## src/rtl/fptw_pkg.sv

```systemverilog
package fptw_pkg;

   localparam int unsigned STORE_PAGES       = 64;
   localparam int unsigned ENTRIES_PER_TABLE = 512;
   localparam int unsigned STORE_DEPTH       = STORE_PAGES * ENTRIES_PER_TABLE;
   localparam int unsigned STORE_ADDR_W      = $clog2(STORE_DEPTH);
   localparam int unsigned ENTRY_W           = 64;
   localparam int unsigned FRAME_W           = 40;

   typedef logic [STORE_ADDR_W-1:0] store_addr_type;
   typedef logic [ENTRY_W-1:0]      entry_type;
   typedef logic [FRAME_W-1:0]      frame_type;

   typedef enum logic [2:0] {
      ST_MAP_4K      = 3'd0,
      ST_MAP_2M      = 3'd1,
      ST_MAP_1G      = 3'd2,
      ST_NOT_PRESENT = 3'd3,
      ST_OUTSIDE     = 3'd4,
      ST_WRITE_DONE  = 3'd5
   } status_type;

   typedef enum logic {
      CMD_TRANSLATE = 1'b0,
      CMD_WRITE     = 1'b1
   } cmd_type;

   typedef enum logic {
      CSR_ROOT_FRAME = 1'b0,
      CSR_STORE_BASE = 1'b1
   } csr_index_type;

   typedef enum logic [1:0] {
      WS_IDLE,
      WS_CHECK,
      WS_EVAL,
      WS_DONE
   } walk_state_type;

   typedef struct packed {
      logic [51:0] phys_addr;
      status_type  status;
      logic [1:0]  fault_level;
   } result_type;

   typedef struct packed {
      logic           we;
      store_addr_type waddr;
      entry_type      wdata;
      logic           re;
      store_addr_type raddr;
   } ram_cmd_type;

endpackage

```

## src/rtl/fptw_req_if.sv

```systemverilog
interface fptw_req_if;
   logic        valid;
   logic        ready;
   logic        cmd;
   logic [47:0] virt_addr;
   logic [14:0] entry_slot;
   logic [63:0] entry_value;

   modport source (output valid, output cmd, output virt_addr, output entry_slot,
                   output entry_value, input ready);
   modport sink   (input valid, input cmd, input virt_addr, input entry_slot,
                   input entry_value, output ready);
endinterface

```

## src/rtl/fptw_ctrl.sv

```systemverilog
module fptw_ctrl (
   input  logic                   clock,
   input  logic                   reset,
   fptw_req_if.sink               req,
   input  fptw_pkg::frame_type    root_frame,
   input  fptw_pkg::frame_type    store_base_frame,
   input  logic                   out_free,
   output logic                   res_valid,
   output fptw_pkg::result_type   res,
   output fptw_pkg::ram_cmd_type  ram_cmd,
   input  fptw_pkg::entry_type    ram_rdata
);

   fptw_pkg::walk_state_type state_ff, state_in;
   logic [1:0]               lvl_ff, lvl_in;
   logic [35:0]              vpn_ff, vpn_in;
   fptw_pkg::frame_type      frame_ff, frame_in;
   fptw_pkg::result_type     res_ff, res_in;

   logic                     req_accept;
   logic                     slot_ok;
   logic [40:0]              frame_diff;
   logic                     outside;
   logic [8:0]               idx;
   fptw_pkg::entry_type      entry;

   assign req_accept = req.valid && req.ready;
   assign slot_ok    = ({17'b0, req.entry_slot} < 32'(fptw_pkg::STORE_DEPTH));
   assign frame_diff = {1'b0, frame_ff} - {1'b0, store_base_frame};
   assign outside    = frame_diff[40] ||
                       (frame_diff[39:0] >= 40'(fptw_pkg::STORE_PAGES));
   assign entry      = ram_rdata;

   always_comb begin
      case (lvl_ff)
         2'd0: idx = vpn_ff[35:27];
         2'd1: idx = vpn_ff[26:18];
         2'd2: idx = vpn_ff[17:9];
         default: idx = vpn_ff[8:0];
      endcase
   end

   always_ff @(posedge clock) begin
      if (reset) begin
         state_ff <= fptw_pkg::WS_IDLE;
      end else begin
         state_ff <= state_in;
      end
      lvl_ff   <= lvl_in;
      vpn_ff   <= vpn_in;
      frame_ff <= frame_in;
      res_ff   <= res_in;
   end

   always_comb begin
      state_in      = state_ff;
      lvl_in        = lvl_ff;
      vpn_in        = vpn_ff;
      frame_in      = frame_ff;
      res_in        = res_ff;
      req.ready     = 1'b0;
      res_valid     = 1'b0;
      ram_cmd.we    = 1'b0;
      ram_cmd.waddr = fptw_pkg::store_addr_type'(req.entry_slot);
      ram_cmd.wdata = req.entry_value;
      ram_cmd.re    = 1'b0;
      ram_cmd.raddr = fptw_pkg::store_addr_type'({frame_diff[39:0], idx});

      unique case (state_ff)
         fptw_pkg::WS_IDLE: begin
            req.ready = 1'b1;
            if (req.valid) begin
               if (req.cmd == fptw_pkg::CMD_WRITE) begin
                  ram_cmd.we         = slot_ok;
                  res_in.phys_addr   = '0;
                  res_in.status      = fptw_pkg::ST_WRITE_DONE;
                  res_in.fault_level = 2'd0;
                  state_in           = fptw_pkg::WS_DONE;
               end else begin
                  vpn_in   = req.virt_addr[47:12];
                  frame_in = root_frame;
                  lvl_in   = 2'd0;
                  state_in = fptw_pkg::WS_CHECK;
               end
            end
         end
         fptw_pkg::WS_CHECK: begin
            if (outside) begin
               res_in.phys_addr   = '0;
               res_in.status      = fptw_pkg::ST_OUTSIDE;
               res_in.fault_level = lvl_ff;
               state_in           = fptw_pkg::WS_DONE;
            end else begin
               ram_cmd.re = 1'b1;
               state_in   = fptw_pkg::WS_EVAL;
            end
         end
         fptw_pkg::WS_EVAL: begin
            res_in.fault_level = lvl_ff;
            state_in           = fptw_pkg::WS_DONE;
            if (!entry[0]) begin
               res_in.phys_addr = '0;
               res_in.status    = fptw_pkg::ST_NOT_PRESENT;
            end else if (lvl_ff == 2'd1 && entry[7]) begin
               res_in.phys_addr = {entry[51:30], vpn_ff[17:0], 12'b0};
               res_in.status    = fptw_pkg::ST_MAP_1G;
            end else if (lvl_ff == 2'd2 && entry[7]) begin
               res_in.phys_addr = {entry[51:21], vpn_ff[8:0], 12'b0};
               res_in.status    = fptw_pkg::ST_MAP_2M;
            end else if (lvl_ff == 2'd3) begin
               res_in.phys_addr = {entry[51:12], 12'b0};
               res_in.status    = fptw_pkg::ST_MAP_4K;
            end else begin
               frame_in = entry[51:12];
               lvl_in   = lvl_ff + 2'd1;
               state_in = fptw_pkg::WS_CHECK;
            end
         end
         fptw_pkg::WS_DONE: begin
            res_valid = 1'b1;
            if (out_free) begin
               state_in = fptw_pkg::WS_IDLE;
            end
         end
         default: begin
            state_in = fptw_pkg::WS_IDLE;
         end
      endcase
   end

   assign res = res_ff;

   a_no_rw_overlap: assert property (@(posedge clock) disable iff (reset)
      !(ram_cmd.we && ram_cmd.re))
      else $error("table RAM read and write in the same cycle");

   a_translate_starts_walk: assert property (@(posedge clock) disable iff (reset)
      (req_accept && req.cmd == fptw_pkg::CMD_TRANSLATE) |=>
         (state_ff == fptw_pkg::WS_CHECK && lvl_ff == 2'd0))
      else $error("translation did not start at the top level");

   a_level_advances: assert property (@(posedge clock) disable iff (reset)
      (state_ff == fptw_pkg::WS_EVAL && state_in == fptw_pkg::WS_CHECK) |=>
         (lvl_ff == $past(lvl_ff) + 2'd1))
      else $error("walk level did not advance by one");

   a_read_then_eval: assert property (@(posedge clock) disable iff (reset)
      ram_cmd.re |=> state_ff == fptw_pkg::WS_EVAL)
      else $error("table read not followed by evaluation");

   a_fault_zero_addr: assert property (@(posedge clock) disable iff (reset)
      (res_valid && (res.status == fptw_pkg::ST_NOT_PRESENT ||
                     res.status == fptw_pkg::ST_OUTSIDE ||
                     res.status == fptw_pkg::ST_WRITE_DONE)) |-> res.phys_addr == '0)
      else $error("nonzero address on fault or write transaction");

endmodule

```

## src/flat_wrapper.sv

```systemverilog
// flat-port wrapper written by rule: the top's interface ports become plain ports
module fptw_ctrl_flat 
  (clock, reset, root_frame, store_base_frame, out_free, res_valid, res, ram_cmd, ram_rdata, req_valid, req_cmd, req_virt_addr, req_entry_slot, req_entry_value, req_ready);
  fptw_req_if req_i ();
  input  logic clock;
  input  logic reset;
  input  fptw_pkg::frame_type root_frame;
  input  fptw_pkg::frame_type store_base_frame;
  input  logic out_free;
  output logic res_valid;
  output fptw_pkg::result_type res;
  output fptw_pkg::ram_cmd_type ram_cmd;
  input  fptw_pkg::entry_type ram_rdata;
  input wire logic [$bits(req_i.valid)-1:0] req_valid;
  input wire logic [$bits(req_i.cmd)-1:0] req_cmd;
  input wire logic [$bits(req_i.virt_addr)-1:0] req_virt_addr;
  input wire logic [$bits(req_i.entry_slot)-1:0] req_entry_slot;
  input wire logic [$bits(req_i.entry_value)-1:0] req_entry_value;
  output wire logic [$bits(req_i.ready)-1:0] req_ready;
  assign req_i.valid = req_valid;
  assign req_i.cmd = req_cmd;
  assign req_i.virt_addr = req_virt_addr;
  assign req_i.entry_slot = req_entry_slot;
  assign req_i.entry_value = req_entry_value;
  assign req_ready = req_i.ready;
  fptw_ctrl u_core (.clock(clock), .reset(reset), .req(req_i), .root_frame(root_frame), .store_base_frame(store_base_frame), .out_free(out_free), .res_valid(res_valid), .res(res), .ram_cmd(ram_cmd), .ram_rdata(ram_rdata));
endmodule
```

## config.mk

```make
export PLATFORM = sky130hd
export DESIGN_NAME = fptw_ctrl_flat
export DESIGN_NICKNAME = d
export VERILOG_FILES = /design/src/rtl/fptw_pkg.sv /design/src/rtl/fptw_req_if.sv /design/src/rtl/fptw_ctrl.sv /design/src/flat_wrapper.sv
export SDC_FILE = /design/constraint.sdc
export NUM_CORES = 1
export LEC_CHECK = 0
export BUFFER_PORTS_ARGS = -buffer_cell sky130_fd_sc_hd__buf_2
export CORE_AREA = 2 2 166 168
export DETAILED_ROUTE_END_ITERATION = 10
export DIE_AREA = 0 0 168 170
export HOLD_SLACK_MARGIN = 0.12
export SLEW_MARGIN = 5
export SYNTH_ARGS = -nofsm -noshare
export SYNTH_HDL_FRONTEND = slang
export SYNTH_SLANG_ARGS = --single-unit
```

## constraint.sdc

```tcl
create_clock -name clock -period 9.5 [get_ports clock]
set_clock_uncertainty 0.05 [all_clocks]
set_input_delay 0.475 -clock clock [delete_from_list [all_inputs] [get_ports clock]]
set_output_delay 0.475 -clock clock [all_outputs]
set_load 0.1 [all_outputs]
```

# After elaboration in Yosys (flattened, before gate mapping)
# Cells that the tools add are included.
# word_totals
ff_bits,137
# op_classes
n_addsub,2
order_cmp,1
n_eq_ne,16
muxes,39
n_bitwise,1
n_reduce_logical,12
# ops
cell,count
40-bit two-way mux,6
55-bit two-way mux,4
57-bit two-way mux,3
57-bit one-hot mux with 3 select lines,1
40-bit one-hot mux with 2 select lines,1
40-bit by 40-bit subtractor with 41-bit output,1
"40-bit by 7-bit >= comparator with 1-bit output, second input constant",1
9-bit one-hot mux with 3 select lines,1
2-bit two-way mux,13
"2-bit != test, second input constant",8
"2-bit equality test, second input constant",4
1-bit two-way mux,8
2-bit one-hot mux with 4 select lines,1
7-bit AND reduction,1
"5-bit by 2-bit != test with 1-bit output, second input constant",1
5-bit AND reduction,1
"2-bit by 1-bit equality test with 1-bit output, second input constant",2
2-bit zero test,2
2-bit one-hot mux with 2 select lines,1
4-bit AND reduction,1
3-bit AND reduction,1
3-bit nonzero test,1
"2-bit by 1-bit adder with 2-bit output, second input constant",1
1-bit logical AND,2
other kinds (5),5

# Logic depth before layout (Yosys ltp)
# logic_depth
ltp_word,6
ltp_mapped,14

# Worst setup path after synthesis
# No wires, ideal clock.
# synth_path
kind,register to register
from,register u_core.state_ff[0]
to,register u_core.frame_ff[0] (enable)
setup_ps,441
arrival_time_ps,6064
required_time_ps,9009
path_slack_ps,2944
stages_incl_launch_ff,7
n_path_buf,0
path_cell_list,dfxtp_1 -> inv_1 -> ha_1 -> inv_1 -> nor3_1 -> a21oi_1 -> nor2_1
# synth_between
elab_chain_len,3
elab_cells_between_ends,10
classes_between,eq/ne: 7; reduce/logical: 3
# synth_rtl
item,line_no,source
"start, declared",fptw_ctrl.sv:14,"fptw_pkg::walk_state_type state_ff, state_in;"
"start signal, assigned",fptw_ctrl.sv:45,state_ff <= fptw_pkg::WS_IDLE;
"start signal, assigned",fptw_ctrl.sv:47,state_ff <= state_in;
2-bit equality test / 2-bit zero test (equally long branches),fptw_ctrl.sv:69,unique case (state_ff)
2-bit != test (no line) / 2-bit nonzero test (equally long branches),--,
7-bit AND reduction (no line) *,--,
"end signal, assigned",fptw_ctrl.sv:51,frame_ff <= frame_in;
"end, declared",fptw_ctrl.sv:17,"fptw_pkg::frame_type frame_ff, frame_in;"
# Every way passes the cells marked *; elsewhere a longest branch is shown, timed or not.
# A chain may end at the register's enable or synchronous reset.

==> flow_results.org <==
** Global routing
- The first global-routing pass estimated about 38,000 um of wire.
- GRT Max-Usage Layer :: met2
- Grt met2 use :: between 20% and 30%
- M1 GR Usage :: 21.3%
- Number of antenna violations at the first check in global routing :: 4
- Overall overflow remaining after global route :: 0
- The via count of the first global-routing pass is 6,965.
- In the global route stage, met3 resource usage came out at 5.00%.
- Largest net degree at the start of global routing :: 49
- Total Routing Usage GR :: 17.6%

** Critical path
- Worst reg-to-reg path cell count :: 11
- The most critical setup path has its endpoint at ram_cmd[15].
- The endpoint identified for the worst register-to-register timing path is u_core.res[39].
- STA puts the critical path data arrival time at 4.69 ns.
- Of all nets on the critical path, the largest fanout is 5.
- Endpoint required time on the critical path :: 8.98 ns
- The startpoint identified for the worst register-to-register timing path is u_core.frame_ff[3].
- Crit path launch type :: flip-flop
- The setup path with the least slack is of type reg -> out.
- Flop2flop setup slack :: 5.05 ns
- The worst setup path is captured at an output port.
- The critical path starts at u_core.frame_ff[3].

** Placed design
- HPWL after detailed placement :: 19,700 um
- In this run the tool buffered the top-level ports with 226 buffer cells.
- Global placer's final weighted congestion :: between 0.9 and 1
- Dpl cell area :: slightly below 10,000 um2
- Worst setup timing slack at the placement stage :: 4.57 ns

** Floorplan
- Horiz. Die Dim :: 168 um
- Effective utilization at floorplan :: 33.2%
- Std cell rows :: 60
- I/O pins :: 431
- Y dimension of the die :: 170 um
- The die covers 28,600 um2.
- The core region is 26,700 um2.

** Clock tree
- TritonCTS clock tree :: built
- Number of buffers inserted for hold repair after clock tree synthesis :: 0
- Clock latency on the worst-skew pair, taken at its later pin, is 0.44 ns.
- The tree is rooted in a sky130_fd_sc_hd__clkbuf_16.
- Gates resized during post-CTS repair numbered 0.
- Max H-tree Level :: 4
- Count of buffers added by post-CTS timing repair for setup :: 0
- Bufs on Longest Clock Path :: 2
- Clock-pin slew was measured on the worst setup and hold paths at 0.07 ns.
- Number of CTS-inserted buffers :: 17
- Sink count of the clock tree :: 125

** Yosys
- Count of mapped cells out of synthesis :: 890
- After Yosys synthesis, full adders, half adders and majority gates account for 7.30% of the synthesized area.
- Count of different cell masters after synthesis :: 74
- In the synthesized netlist the async set-or-reset flop fraction comes to 0%.
- Of the total synthesized cell area, the portion taken by XOR and XNOR cells is under 10%.
- For this run, the leading register cell type out of synthesis is sky130_fd_sc_hd__edfxtp_1.
- Mean post-synth cell area :: 9.94 um2
- The synthesized netlist devotes roughly 16% of its cell area to compound gates.
- Summing the areas of all and, or, nand and nor instances in the mapped netlist gives 13.9% of the synthesized area.
- Count of flip-flops with a built-in enable after synthesis :: 123
- During synthesis, Yosys emitted a total of 0 warnings.
- Multiplexer cells account for under 10% of the synthesized area.
- In this run, synthesis produced a sequential element count of 125.
- Post-synthesis instance area :: 8840 um2
- Largest family of logic cells by synthesized area :: compound AO/OA/AOI/OAI gates
- Sequential fraction of the synthesis area :: 42.2%

** Flow run
- Max-capacitance violation count :: 0

** Power and ir drop
- IR Drop Worst-Case VDD :: approximately 0.23 mV
- Standby leakage power :: 4.43 nW
- Total power density per cell area :: ~340 nW/um2
- Total chip power :: about 3.5 mW

** Drt
- Sum of routed wire length over all layers :: 25,300 um
- Avg WL per Cell :: 18.3 um
- Length of the first detailed-routing pass in iterations :: 5
- Initial DRC Count :: 292
- The detail route stage leaves a number of antenna-violating nets equal to 0.
- In the routed layout, each cell is associated on average with a via count of ~5.
- The detailed router placed 7,039 vias in this run.
- After detailed routing, the number of remaining DRC violations is 0.

** Timing
- In the final timing run, aggregate negative setup slack is 0 ns.
- Setup violators final :: 0
- Number of endpoints with negative hold slack in the final report :: 0
- After layout, the worst path uses 54.9% of the clock period.
- Setup repair after global routing left no endpoint under its margin.
- At the pin with the least slew margin, the transition time is about 0.87 ns.
- Achievable frequency :: 192 MHz
- Worst Setup Slack, final :: around 4.3 ns
- The clock period could shrink to 5.21 ns.
- Post-Route Hold Slack :: 0.161 ns
- The number of pins with negative max-slew slack in the final report is 0.
- Slew HR :: 42.0%

** Final layout
- The area growth from synthesis to layout is 15.8%.
- Commonest non-fill, non-tap cells in the layout :: 226 x sky130_fd_sc_hd__buf_2, 123 x sky130_fd_sc_hd__edfxtp_1, 80 x sky130_fd_sc_hd__nand2_1
- Most common cell after layout, fill and taps aside :: sky130_fd_sc_hd__buf_2
- The finished cells cover 10,200 um2.
- For this run, the post-layout net count is 1,351.
- Of the cells placed in the final design, the portion with a size suffix greater than 1 is 31.3%.

** Outcome
- Outcome :: completed

** Min path
- The path class of the tightest hold or removal check is in -> reg.
-- cells in the mapped netlist, types with 9 or more instances --
cell / count / area (um2)
sky130_fd_sc_hd__inv_1: 60 / 225
sky130_fd_sc_hd__a21o_1: 15 / 113
sky130_fd_sc_hd__nand2b_1: 9 / 56.3
sky130_fd_sc_hd__o21ai_0: 28 / 140
sky130_fd_sc_hd__a21oi_1: 68 / 340
sky130_fd_sc_hd__buf_4: 91 / 683
sky130_fd_sc_hd__nand3_1: 12 / 60.1
sky130_fd_sc_hd__ha_1: 50 / 626
sky130_fd_sc_hd__clkbuf_1: 25 / 93.8
sky130_fd_sc_hd__mux2i_1: 16 / 160
sky130_fd_sc_hd__nand4_1: 14 / 87.6
sky130_fd_sc_hd__and2_1: 25 / 156
sky130_fd_sc_hd__o21a_1: 11 / 82.6
sky130_fd_sc_hd__nor3_1: 16 / 80.1
sky130_fd_sc_hd__nor2_1: 58 / 218
sky130_fd_sc_hd__edfxtp_1: 123 / 3690
sky130_fd_sc_hd__xnor2_1: 9 / 78.8
sky130_fd_sc_hd__nand2_1: 80 / 300
sky130_fd_sc_hd__mux2_2: 43 / 484
sky130_fd_sc_hd__a222oi_1: 9 / 90.1
-- registers in the layout, indices dropped and copies added (netlist names) --
register         count
u_core.lvl_ff        2
u_core.vpn_ff       36
u_core.frame_ff     40
u_core.state_ff      2
u_core.res          45
-- cells by family (layout without fill, tap and decap cells) --
logic type	count (synthesis)	count (layout)
XOR/XNOR	14	14
AND/OR/NAND/NOR	246	246
multiplexers	59	59
other	1	14
buffers and inverters	188	323
adder cells (fa/ha/maj)	51	51
AO/OA/AOI/OAI	206	206
flip-flops	125	125
-- stage by stage --
step | std cells | utilization [%]
floorplan | 901 | -
global placement | 1346 | 36.3
detailed placement | 1346 | 36.3
CTS | 1377 | 38.4
global route | 1378 | 38.4
finish | 1379 | 38.4
-- final cells by class --
| class | count | area (um2) |
|---|---|---|
| Sequential cell | 125 | 3730 |
| Tap cell | 341 | 427 |
| Fill cell | 2614 | 16400 |
| Timing Repair Buffer | 232 | 1180 |
| Multi-Input combinational cell | 588 | 4110 |
| Clock inverter | 14 | 146 |
| Antenna cell | 2 | 5.00 |
| Clock buffer | 17 | 425 |
| Inverter | 60 | 225 |
-- worst max-delay path, cell delays in order (launching register included) --
cell and delay, ns:
sky130_fd_sc_hd__edfxtp_1 0.39, sky130_fd_sc_hd__ha_1 0.37, sky130_fd_sc_hd__o211ai_1 0.11, sky130_fd_sc_hd__a21oi_1 0.36
sky130_fd_sc_hd__o21ai_1 0.26, sky130_fd_sc_hd__o41ai_4 0.49, sky130_fd_sc_hd__a21oi_1 0.27, sky130_fd_sc_hd__o311ai_0 0.75
sky130_fd_sc_hd__o2111ai_2 0.34, sky130_fd_sc_hd__nor4_4 0.40, sky130_fd_sc_hd__buf_2 0.50
-- worst min path at each step --
stage                        from                 end  slack, ns  cells after the start
5_1_grt                     reset  u_core.state_ff[0]       0.15                      2
2_1_floorplan  u_core.state_ff[0]  u_core.state_ff[0]       0.48                      2
6_report        req_virt_addr[15]    u_core.vpn_ff[3]       0.16                      1
3_3_place_gp     u_core.vpn_ff[8]      u_core.res[25]       0.52                      2
3_5_place_dp     u_core.vpn_ff[7]      u_core.res[24]       0.54                      2
4_1_cts         req_virt_addr[16]    u_core.vpn_ff[4]       0.14                      1
-- where the power goes --
group          internal [mW]  switching (mW)
sequential             0.824          0.0541
clock                  0.368           0.284
combinational          0.427            1.57
total                   1.62            1.91
-- layer usage --
metal  vias up  wire length, um
li1       3425                -
met1      3250            10400
met2       293            11900
met3        67             2030
met4         4              877
met5         -               26
(Power assumes the default switching activity.)
